<file path="config.mk">
export PLATFORM = sky130hd
export DESIGN_NAME = rle_row_encoder
export DESIGN_NICKNAME = d
export VERILOG_FILES = /design/src/rtl/rle_pkg.sv /design/src/rtl/rle_front.sv /design/src/rtl/rle_cmd_fifo.sv /design/src/rtl/rle_back.sv /design/src/rtl/rle_row_encoder.sv
export VERILOG_INCLUDE_DIRS = /design/src /design/src/rtl
export SDC_FILE = /design/constraint.sdc
export NUM_CORES = 1
export LEC_CHECK = 0
export BUFFER_PORTS_ARGS = -buffer_cell sky130_fd_sc_hd__clkbuf_2
export CORE_MARGIN = 2
export CORE_UTILIZATION = 63
export CTS_CLUSTER_SIZE = 24
export DETAILED_ROUTE_END_ITERATION = 16
export GPL_TIMING_DRIVEN = 0
export PLACE_DENSITY = 0.9
export SYNTH_ARGS = -nofsm -noshare
export SYNTH_HDL_FRONTEND = slang
export SYNTH_HIERARCHICAL = 1
export SYNTH_SLANG_ARGS = --single-unit
</file>
<file path="constraint.sdc">
create_clock -name clk -period 7.8 [get_ports clk]
set_clock_uncertainty 0.2 [all_clocks]
set_input_delay 1.56 -clock clk [delete_from_list [all_inputs] [get_ports clk]]
set_output_delay 1.56 -clock clk [all_outputs]
set_load 0.02 [all_outputs]
</file>
<file path="src/rtl/assert_macros.svh">
// ----------------------------------------------------------------------------
// Assertion macros shared by the RTL queue and back-end files.
// ----------------------------------------------------------------------------
`ifndef ASSERT_MACROS_SVH
`define ASSERT_MACROS_SVH

`ifndef SYNTHESIS

`define ASSERT_ALWAYS(lbl, clk, rst, expr, msg) \
  lbl: assert property (@(posedge clk) disable iff (rst) (expr)) else $error(msg);

`define ASSERT_IMPLIES(lbl, clk, rst, ante, cons, msg) \
  lbl: assert property (@(posedge clk) disable iff (rst) (ante) |-> (cons)) else $error(msg);

`else

`define ASSERT_ALWAYS(lbl, clk, rst, expr, msg)

`define ASSERT_IMPLIES(lbl, clk, rst, ante, cons, msg)

`endif

`endif

</file>
<file path="src/rtl/rle_pkg.sv">
// ----------------------------------------------------------------------------
// rle_pkg
// Types and constants shared by the run-length row encoder modules.
// ----------------------------------------------------------------------------
`timescale 1ns / 1ps
`default_nettype none

package rle_pkg;

  localparam int unsigned CFG_W = 13;
  localparam int unsigned SYM_W = 8;
  localparam logic [CFG_W-1:0] ROW_LENGTH_RESET = 13'd64;

  localparam logic [7:0] ASCII_ZERO = 8'd48;
  localparam logic [7:0] ASCII_NL   = 8'd10;

  // Division by ten as a multiply by a scaled reciprocal; exact for inputs
  // below 2^18, which covers every run count.
  localparam int unsigned     DIV10_SHIFT  = 20;
  localparam int unsigned     DIV10_PROD_W = 40;
  localparam logic [16:0]     DIV10_MUL    = 17'd104858;

  localparam int unsigned MAX_DIGITS = 5;
  localparam int unsigned DIG_IDX_W  = 3;

  typedef struct packed {
    logic has_a;
    logic has_b;
  } cmd_flags_t;

  typedef enum logic [2:0] {
    B_IDLE,
    B_CONV,
    B_DIGIT,
    B_SYM,
    B_NL
  } back_state_t;

endpackage

`default_nettype wire

</file>
<file path="src/rtl/rle_front.sv">
// ----------------------------------------------------------------------------
// rle_front
// Accepts cells, tracks run and column, and queues run emit commands.
// ----------------------------------------------------------------------------
`timescale 1ns / 1ps
`default_nettype none

module rle_front #(
  parameter int unsigned MAX_COLS = 4096,
  parameter int unsigned NW       = 13,
  parameter int unsigned CW       = 12,
  parameter int unsigned FW       = 44
) (
  input  wire logic                         clk,
  input  wire logic                         rst,
  input  wire logic                         cell_valid,
  output logic                              cell_stall,
  input  wire logic [7:0]                   cell_value,
  input  wire logic                         cfg_valid,
  input  wire logic [rle_pkg::CFG_W-1:0]    cfg_data,
  output logic                              push,
  output logic [FW-1:0]                     push_data,
  input  wire logic                         fifo_full
);

  localparam int unsigned CMP_W = 18;

  logic [rle_pkg::CFG_W-1:0] row_len;
  logic [rle_pkg::SYM_W-1:0] run_symbol;
  logic [NW-1:0]             run_count;
  logic [CW-1:0]             column;

  logic [CMP_W-1:0]          len_eff;
  logic                      accept;
  logic                      first;
  logic                      flush_a;
  logic                      eol;
  logic [rle_pkg::SYM_W-1:0] new_sym;
  logic [NW-1:0]             new_cnt;
  rle_pkg::cmd_flags_t       flags;

  always_comb begin
    if (row_len == '0) begin
      len_eff = CMP_W'(1);
    end else if (CMP_W'(row_len) > CMP_W'(MAX_COLS)) begin
      len_eff = CMP_W'(MAX_COLS);
    end else begin
      len_eff = CMP_W'(row_len);
    end
  end

  assign cell_stall = fifo_full;
  assign accept     = cell_valid && !fifo_full;
  assign first      = (column == '0);
  assign flush_a    = !first && (cell_value != run_symbol);
  assign eol        = (CMP_W'(column) + CMP_W'(1)) >= len_eff;
  assign new_sym    = (first || flush_a) ? cell_value : run_symbol;
  assign new_cnt    = (first || flush_a) ? NW'(1) : run_count + NW'(1);

  assign flags.has_a = flush_a;
  assign flags.has_b = eol;
  assign push        = accept && (flush_a || eol);
  assign push_data   = {flags, run_count, run_symbol, new_cnt, new_sym};

  always_ff @(posedge clk) begin
    if (rst) begin
      row_len    <= rle_pkg::ROW_LENGTH_RESET;
      run_symbol <= '0;
      run_count  <= '0;
      column     <= '0;
    end else begin
      if (cfg_valid) begin
        row_len <= cfg_data;
      end
      if (accept) begin
        if (eol) begin
          run_symbol <= '0;
          run_count  <= '0;
          column     <= '0;
        end else begin
          run_symbol <= new_sym;
          run_count  <= new_cnt;
          column     <= column + CW'(1);
        end
      end
    end
  end

endmodule

`default_nettype wire

</file>
<file path="src/rtl/rle_cmd_fifo.sv">
// ----------------------------------------------------------------------------
// rle_cmd_fifo
// Short register queue of emit commands between the front and back parts.
// ----------------------------------------------------------------------------
`timescale 1ns / 1ps
`default_nettype none
`include "assert_macros.svh"

module rle_cmd_fifo #(
  parameter int unsigned WIDTH = 44,
  parameter int unsigned DEPTH = 4
) (
  input  wire logic             clk,
  input  wire logic             rst,
  input  wire logic             push,
  input  wire logic [WIDTH-1:0] push_data,
  input  wire logic             pop,
  output logic [WIDTH-1:0]      pop_data,
  output logic                  full,
  output logic                  empty
);

  localparam int unsigned AW = $clog2(DEPTH);
  localparam int unsigned NW = $clog2(DEPTH + 1);

  logic [WIDTH-1:0] mem [DEPTH];
  logic [AW-1:0]    wr_ptr;
  logic [AW-1:0]    rd_ptr;
  logic [NW-1:0]    count;

  assign full     = (count == NW'(DEPTH));
  assign empty    = (count == '0);
  assign pop_data = mem[rd_ptr];

  always_ff @(posedge clk) begin
    if (push) begin
      mem[wr_ptr] <= push_data;
    end
  end

  always_ff @(posedge clk) begin
    if (rst) begin
      wr_ptr <= '0;
      rd_ptr <= '0;
      count  <= '0;
    end else begin
      if (push) begin
        wr_ptr <= (wr_ptr == AW'(DEPTH - 1)) ? '0 : wr_ptr + AW'(1);
      end
      if (pop) begin
        rd_ptr <= (rd_ptr == AW'(DEPTH - 1)) ? '0 : rd_ptr + AW'(1);
      end
      if (push && !pop) begin
        count <= count + NW'(1);
      end else if (pop && !push) begin
        count <= count - NW'(1);
      end
    end
  end

  `ASSERT_ALWAYS(a_no_overflow, clk, rst, !(push && full), "command queue overflow")
  `ASSERT_ALWAYS(a_no_underflow, clk, rst, !(pop && empty), "command queue underflow")

endmodule

`default_nettype wire

</file>
<file path="src/rtl/rle_back.sv">
// ----------------------------------------------------------------------------
// rle_back
// Turns queued run commands into decimal digits, symbols and newlines.
// ----------------------------------------------------------------------------
`timescale 1ns / 1ps
`default_nettype none
`include "assert_macros.svh"

module rle_back #(
  parameter int unsigned NW = 13,
  parameter int unsigned FW = 44
) (
  input  wire logic          clk,
  input  wire logic          rst,
  input  wire logic          fifo_empty,
  input  wire logic [FW-1:0] fifo_data,
  output logic               pop,
  output logic               char_valid,
  input  wire logic          char_stall,
  output logic [7:0]         out_char,
  output logic               last_of_burst
);

  localparam int unsigned RW = NW + rle_pkg::SYM_W;

  rle_pkg::back_state_t state;
  rle_pkg::back_state_t state_next;

  rle_pkg::cmd_flags_t       flags;
  logic [NW-1:0]             cnt_b;
  logic [rle_pkg::SYM_W-1:0] sym_a;
  logic [rle_pkg::SYM_W-1:0] sym_b;
  logic                      phase_b;
  logic [NW-1:0]             conv;
  logic [3:0]                digits [rle_pkg::MAX_DIGITS];
  logic [rle_pkg::DIG_IDX_W-1:0] ndig;
  logic [rle_pkg::DIG_IDX_W-1:0] idx;

  rle_pkg::cmd_flags_t       in_flags;
  logic [NW-1:0]             in_cnt_a;
  logic [rle_pkg::SYM_W-1:0] in_sym_a;
  logic [NW-1:0]             in_cnt_b;
  logic [rle_pkg::SYM_W-1:0] in_sym_b;

  logic [rle_pkg::DIV10_PROD_W-1:0] prod;
  logic [NW-1:0]             quo;
  logic [NW-1:0]             quo10;
  logic [3:0]                rem;

  logic                      out_free;
  logic                      emit;
  logic [7:0]                char_d;
  logic                      last_d;

  assign in_flags = rle_pkg::cmd_flags_t'(fifo_data[FW-1 -: 2]);
  assign in_cnt_a = fifo_data[2*RW-1 -: NW];
  assign in_sym_a = fifo_data[RW+rle_pkg::SYM_W-1 -: rle_pkg::SYM_W];
  assign in_cnt_b = fifo_data[RW-1 -: NW];
  assign in_sym_b = fifo_data[rle_pkg::SYM_W-1:0];

  // One decimal digit per cycle, least significant first.
  assign prod  = rle_pkg::DIV10_PROD_W'(conv)
               * rle_pkg::DIV10_PROD_W'(rle_pkg::DIV10_MUL);
  assign quo   = prod[rle_pkg::DIV10_SHIFT +: NW];
  assign quo10 = NW'({quo, 3'b000}) + NW'({quo, 1'b0});
  assign rem   = 4'(conv - quo10);

  assign out_free = !char_valid || !char_stall;

  always_comb begin
    state_next = state;
    case (state)
      rle_pkg::B_IDLE: begin
        if (!fifo_empty) begin
          state_next = rle_pkg::B_CONV;
        end
      end
      rle_pkg::B_CONV: begin
        if (quo == '0) begin
          state_next = rle_pkg::B_DIGIT;
        end
      end
      rle_pkg::B_DIGIT: begin
        if (out_free && idx == '0) begin
          state_next = rle_pkg::B_SYM;
        end
      end
      rle_pkg::B_SYM: begin
        if (out_free) begin
          if (phase_b) begin
            state_next = rle_pkg::B_NL;
          end else if (flags.has_b) begin
            state_next = rle_pkg::B_CONV;
          end else begin
            state_next = rle_pkg::B_IDLE;
          end
        end
      end
      rle_pkg::B_NL: begin
        if (out_free) begin
          state_next = rle_pkg::B_IDLE;
        end
      end
      default: begin
        state_next = rle_pkg::B_IDLE;
      end
    endcase
  end

  always_comb begin
    pop    = 1'b0;
    emit   = 1'b0;
    char_d = rle_pkg::ASCII_NL;
    last_d = 1'b0;
    case (state)
      rle_pkg::B_IDLE: begin
        pop = !fifo_empty;
      end
      rle_pkg::B_DIGIT: begin
        emit   = out_free;
        char_d = rle_pkg::ASCII_ZERO + {4'b0000, digits[idx]};
      end
      rle_pkg::B_SYM: begin
        emit   = out_free;
        char_d = phase_b ? sym_b : sym_a;
        last_d = !phase_b && !flags.has_b;
      end
      rle_pkg::B_NL: begin
        emit   = out_free;
        char_d = rle_pkg::ASCII_NL;
        last_d = 1'b1;
      end
      default: begin
        pop = 1'b0;
      end
    endcase
  end

  always_ff @(posedge clk) begin
    if (rst) begin
      state      <= rle_pkg::B_IDLE;
      char_valid <= 1'b0;
    end else begin
      state <= state_next;
      if (emit) begin
        char_valid <= 1'b1;
      end else if (!char_stall) begin
        char_valid <= 1'b0;
      end
    end
  end

  always_ff @(posedge clk) begin
    if (emit) begin
      out_char      <= char_d;
      last_of_burst <= last_d;
    end
    case (state)
      rle_pkg::B_IDLE: begin
        if (pop) begin
          flags   <= in_flags;
          sym_a   <= in_sym_a;
          cnt_b   <= in_cnt_b;
          sym_b   <= in_sym_b;
          phase_b <= !in_flags.has_a;
          conv    <= in_flags.has_a ? in_cnt_a : in_cnt_b;
          ndig    <= '0;
        end
      end
      rle_pkg::B_CONV: begin
        digits[ndig] <= rem;
        ndig         <= ndig + rle_pkg::DIG_IDX_W'(1);
        idx          <= ndig;
        conv         <= quo;
      end
      rle_pkg::B_DIGIT: begin
        if (out_free) begin
          idx <= idx - rle_pkg::DIG_IDX_W'(1);
        end
      end
      rle_pkg::B_SYM: begin
        if (out_free && !phase_b && flags.has_b) begin
          phase_b <= 1'b1;
          conv    <= cnt_b;
          ndig    <= '0;
        end
      end
      default: begin
        conv <= conv;
      end
    endcase
  end

  `ASSERT_IMPLIES(a_digit_idx, clk, rst, state == rle_pkg::B_DIGIT, idx < ndig, "digit index out of range")
  `ASSERT_IMPLIES(a_nl_phase, clk, rst, state == rle_pkg::B_NL, phase_b, "newline outside end-of-row run")

endmodule

`default_nettype wire

</file>
<file path="src/rtl/rle_row_encoder.sv">
// ----------------------------------------------------------------------------
// rle_row_encoder
// Run-length encoder for rows of cell characters, emitting ASCII text.
// ----------------------------------------------------------------------------
// Cells enter on cell_valid / cell_stall with cell_value, row-major order.
// Characters leave on char_valid / char_stall with out_char and last_of_burst,
// which marks the final character caused by one cell. row_length is written
// on cfg_valid / cfg_ready (always ready). The user must write it only while
// nothing is in flight; the block itself does not enforce this. A cell that
// ends no run produces nothing. A cell that produces output is queued as a
// command; the back end takes it, then per run converts the count one decimal
// digit per cycle, sends the digits and then the symbol, and sends a newline
// at the end of a row; a cell that ends a row and also closes a run sends both
// runs. The first character of a cell passes through the command queue, the
// converter and the output register.
// Synchronous rst clears the run state, the command queue and the output
// valid flag, and sets row_length to 64. A stalled output holds its character;
// the back end waits, the command queue fills and cell_stall rises.
// ----------------------------------------------------------------------------
`timescale 1ns / 1ps
`default_nettype none

module rle_row_encoder #(
  parameter int unsigned MAX_COLS   = 4096,
  parameter int unsigned FIFO_DEPTH = 4
) (
  input  wire logic                      clk,
  input  wire logic                      rst,
  input  wire logic                      cell_valid,
  output logic                           cell_stall,
  input  wire logic [7:0]                cell_value,
  input  wire logic                      cfg_valid,
  output logic                           cfg_ready,
  input  wire logic [rle_pkg::CFG_W-1:0] row_length,
  output logic                           char_valid,
  input  wire logic                      char_stall,
  output logic [7:0]                     out_char,
  output logic                           last_of_burst
);

  localparam int unsigned NW = $clog2(MAX_COLS + 1);
  localparam int unsigned CW = (MAX_COLS > 1) ? $clog2(MAX_COLS) : 1;
  localparam int unsigned FW = 2 + 2 * (NW + rle_pkg::SYM_W);

  logic          push;
  logic [FW-1:0] push_data;
  logic          pop;
  logic [FW-1:0] pop_data;
  logic          fifo_full;
  logic          fifo_empty;

  assign cfg_ready = 1'b1;

  rle_front #(
    .MAX_COLS (MAX_COLS),
    .NW       (NW),
    .CW       (CW),
    .FW       (FW)
  ) u_front (
    .clk        (clk),
    .rst        (rst),
    .cell_valid (cell_valid),
    .cell_stall (cell_stall),
    .cell_value (cell_value),
    .cfg_valid  (cfg_valid && cfg_ready),
    .cfg_data   (row_length),
    .push       (push),
    .push_data  (push_data),
    .fifo_full  (fifo_full)
  );

  rle_cmd_fifo #(
    .WIDTH (FW),
    .DEPTH (FIFO_DEPTH)
  ) u_fifo (
    .clk       (clk),
    .rst       (rst),
    .push      (push),
    .push_data (push_data),
    .pop       (pop),
    .pop_data  (pop_data),
    .full      (fifo_full),
    .empty     (fifo_empty)
  );

  rle_back #(
    .NW (NW),
    .FW (FW)
  ) u_back (
    .clk           (clk),
    .rst           (rst),
    .fifo_empty    (fifo_empty),
    .fifo_data     (pop_data),
    .pop           (pop),
    .char_valid    (char_valid),
    .char_stall    (char_stall),
    .out_char      (out_char),
    .last_of_burst (last_of_burst)
  );

endmodule

`default_nettype wire

</file>
==> results.py <==
metrics = {
    "outcome": {
        "run_status": "finished clean",
    },
    "timing": {
        "maxClockFrequency_mhz": 161,
        "tns_ns": 0,
        "max_slew_margin_pct": 24.7,
        "period_share_pct": 79.9,
        "grt_setup_unrepaired": "no",
        "worstMarginPinSlew_ns": 1.12,
        "min_period_ns": 6.23,
        "timing.final.hold_violations": 0,
        "setup_violations": 0,
        "holdWs_ns": 0.310,
        "final-max-slew-violation-count": 0,
    },
    "setup_path": {
        "critical_path.endpoint_type": "flop",
        "worst_ep_required_time_ns": 8.03,
        "crit-reg2reg-launch": "u_back/conv[7]",
        "timing_worst_setup_path_type": "reg -> reg",
        "r2r_end": "u_back/state[0]",
        "worst_ep_arrival_time_ns": 6.46,
        "cp_max_fo": 5,
        "element_type_at_the_critical_path_start": "flop",
        "rrSetupSlack_ns": 1.57,
        "r2r_cells": 19,
    },
    "logic_synthesis": {
        "post_synth_main_area_contributors": "sky130_fd_sc_hd__edfxtp_1 (46%), sky130_fd_sc_hd__ha_1 (8.2%), sky130_fd_sc_hd__dfxtp_1 (7.4%)",
        "most_used_flip_flop_cell_after_synthesis": "sky130_fd_sc_hd__edfxtp_1",
        "yosysSeqAreaShare_pct": 53.1,
        "post-synth-top-area-cell": "sky130_fd_sc_hd__edfxtp_1",
        "syn_area_per_cell_sq_um": 13.0,
        "yosys.cell_types.count": 79,
        "synth_async_sr_flop_share_pct": 0,
        "postSynthRegisterBits": 317,
        "postSynthCellCount": 1293,
        "netlist_area_sq_mm": 0.0167,
        "yosysWarnings": 6,
        "number_of_synthesized_flops_with_an_enable_pin": 255,
        "postSynthNetCount": 1478,
        "synth_top_area_share_pct": 45.7,
    },
    "clocking": {
        "holdBufCountCts": 0,
        "cts_inserted_buffers": 30,
        "post_cts_resized": 0,
        "cell_at_the_root_of_the_clock_tree": "sky130_fd_sc_hd__clkbuf_16",
        "clockBufferDepth": 3,
        "cts_setup_buffers": 0,
        "h_tree_levels": 1,
        "cts_tree": "done",
        "insertion_delay_ns": 0.55,
        "clock_sink_count": 317,
        "clk_transition_reported_paths_ns": 0.06,
    },
    "final_layout": {
        "design.final.nets": 1552,
        "n_antenna_cell": 0,
        "layout.cells.most_common": "sky130_fd_sc_hd__edfxtp_1",
        "regArea_sq_mm": 0.00890,
        "multi_input_area_sq_mm": 0.00703,
        "final_layout_size_suffix_gt1_share_pct": 13.2,
        "fill_cells": 1593,
        "layout_common_cells": "sky130_fd_sc_hd__edfxtp_1 (255), sky130_fd_sc_hd__inv_1 (129), sky130_fd_sc_hd__ha_1 (110)",
        "final_area_sq_mm": 0.0184,
        "syn_to_final_growth_pct": 10.0,
        "final_core_occ_pct": 70.7,
    },
    "global_route": {
        "grt_pass1_vias": 11200,
        "gr-total-overflow": 0,
        "groute.layer.met1.usage_pct": 34.0,
        "grt_util_met3_pct": 3.11,
        "use_met2_pct": 49.5,
        "grt_util_all_layers_pct": 27.4,
        "initial_antenna_violation_count": 0,
        "grt_first_pass_wirelength_mm": 59.7,
        "grt_start_max_net_pins": 36,
        "grt_busiest_layer": "met2",
    },
    "hold_path": {
        "worst_hold_startpoint": "u_front/run_count[6]",
        "hold_end": "u_fifo/mem[1][35]",
        "worstHoldPathCells": 0,
        "min_path_type": "reg -> reg",
    },
    "placed_design": {
        "port_buffers": 35,
        "post_dp_cell_area_sq_mm": 0.0175,
        "hpwlAfterDp_mm": 26.7,
        "globalplace.congestion": 0.943,
    },
    "route": {
        "dr.pass1.iters": 6,
        "viasPerCell": 6.37,
        "detail-route-antenna-nets": 0,
        "drt-initial-drc-count": 1256,
        "num_vias": 11000,
        "total_wire_length_mm": 37.9,
        "avgRoutedWirePerCell_um": 22.0,
        "post-route-drc-count": 0,
    },
    "floorplan": {
        "rows": 59,
        "die_w_um": 167,
        "starting_density_of_the_core_pct": 64.3,
        "top_level_ports": 38,
        "die_y_um": 167,
        "design.die.area_sq_mm": 0.0279,
        "floorplan.core_area_sq_mm": 0.0261,
    },
    "flow_run": {
        "drv.max_cap_violation_count": 0,
    },
}
cell usage after synthesis (all sizes together) (5+ instances only):
| master | count |
|---|---|
| a21o | 6 |
| a211oi | 13 |
| ha | 110 |
| mux2i | 37 |
| xor2 | 22 |
| xnor2 | 21 |
| clkbuf | 41 |
| o21a | 5 |
| nand2 | 94 |
| o211ai | 6 |
| and3 | 9 |
| nand3 | 43 |
| nor2 | 71 |
| edfxtp | 255 |
| a31oi | 18 |
| nor2b | 8 |
| nor3b | 6 |
| fa | 49 |
| a21oi | 73 |
| nor4 | 10 |
| nand4 | 14 |
| mux4 | 48 |
| inv | 129 |
| nand3b | 6 |
| nand2b | 6 |
| dfxtp | 62 |
| buf | 22 |
| o21ai | 21 |
| and2 | 9 |
| nor3 | 20 |
flip-flops by register name, indices dropped and copies added (netlist names), 8 cells and up, named ones only:
signal	cells
u_front/column	12
u_back/sym_a	8
u_back/out_char	8
u_back/sym_b	8
u_front/run_symbol	8
u_back/digits	20
u_back/conv	13
u_fifo/mem	176
u_front/run_count	13
u_back/cnt_b	13
u_front/row_len	13
how the worst max path moves through the flow:
stage | cells past startpoint | startpoint | endpoint
after detailed placement | 20 | u_back/conv[7] | u_back/digits[4][3]
after CTS | 19 | u_back/conv[7] | u_back/state[0]
after floorplan | 9 | u_back/state[0] | u_fifo/count[2]
after global placement | 9 | u_back/state[1] | u_fifo/count[2]
after global routing | 20 | u_back/conv[7] | u_back/digits[1][3]
final | 19 | u_back/conv[7] | u_back/state[0]
area by class of cell:
class / instances / share of cell area, %
Buffer: 63 / 1.87
Clock buffer: 39 / 4.48
Clock inverter: 16 / 0.734
Inverter: 129 / 2.63
Multi-Input combinational cell: 784 / 38.2
Sequential cell: 317 / 48.3
Tap cell: 335 / 2.28
Timing Repair Buffer: 42 / 1.53
per-layer routing:
metal	part of all wire, %	wire length [um]
met1	37	13900
met2	52	19800
met3	7.0	2640
met4	4.0	1500
met5	0	0
kinds of logic after synthesis:
logic type | share of synthesized area, %
buffers and inverters | 4.95
AND/OR/NAND/NOR | 9.29
XOR/XNOR | 2.25
adder cells (fa/ha/maj) | 14.1
AO/OA/AOI/OAI | 7.25
flip-flops | 53.1
other | 0.0224
multiplexers | 9.03
per-stage QoR:
| step | cells | setup WS [ns] |
|---|---|---|
| after CTS | 1725 | 1.64 |
| final | 1725 | 1.57 |
| after global placement | 1663 | 1.05 |
| after detailed placement | 1670 | 1.77 |
| after floorplan | 1293 | 2.40 |
| after global routing | 1725 | 1.36 |
critical path, stage by stage (launching register included):
cell and delay, ns:
sky130_fd_sc_hd__edfxtp_1 0.52, sky130_fd_sc_hd__ha_1 0.37, sky130_fd_sc_hd__inv_1 0.06, sky130_fd_sc_hd__fa_1 0.55, sky130_fd_sc_hd__inv_1 0.11, sky130_fd_sc_hd__fa_1 0.53
sky130_fd_sc_hd__inv_1 0.06, sky130_fd_sc_hd__fa_1 0.50, sky130_fd_sc_hd__fa_1 0.53, sky130_fd_sc_hd__inv_1 0.04, sky130_fd_sc_hd__ha_1 0.34, sky130_fd_sc_hd__nand4_1 0.19
sky130_fd_sc_hd__a211oi_2 0.37, sky130_fd_sc_hd__a21oi_1 0.18, sky130_fd_sc_hd__nor3_1 0.32, sky130_fd_sc_hd__o32a_1 0.21, sky130_fd_sc_hd__nand4_1 0.18, sky130_fd_sc_hd__nor4b_2 0.56
sky130_fd_sc_hd__o211ai_1 0.21, sky130_fd_sc_hd__o41ai_1 0.09
Power is not shown: default switching activity piles up to over one toggle a cycle in this logic, so the estimate is an artifact.
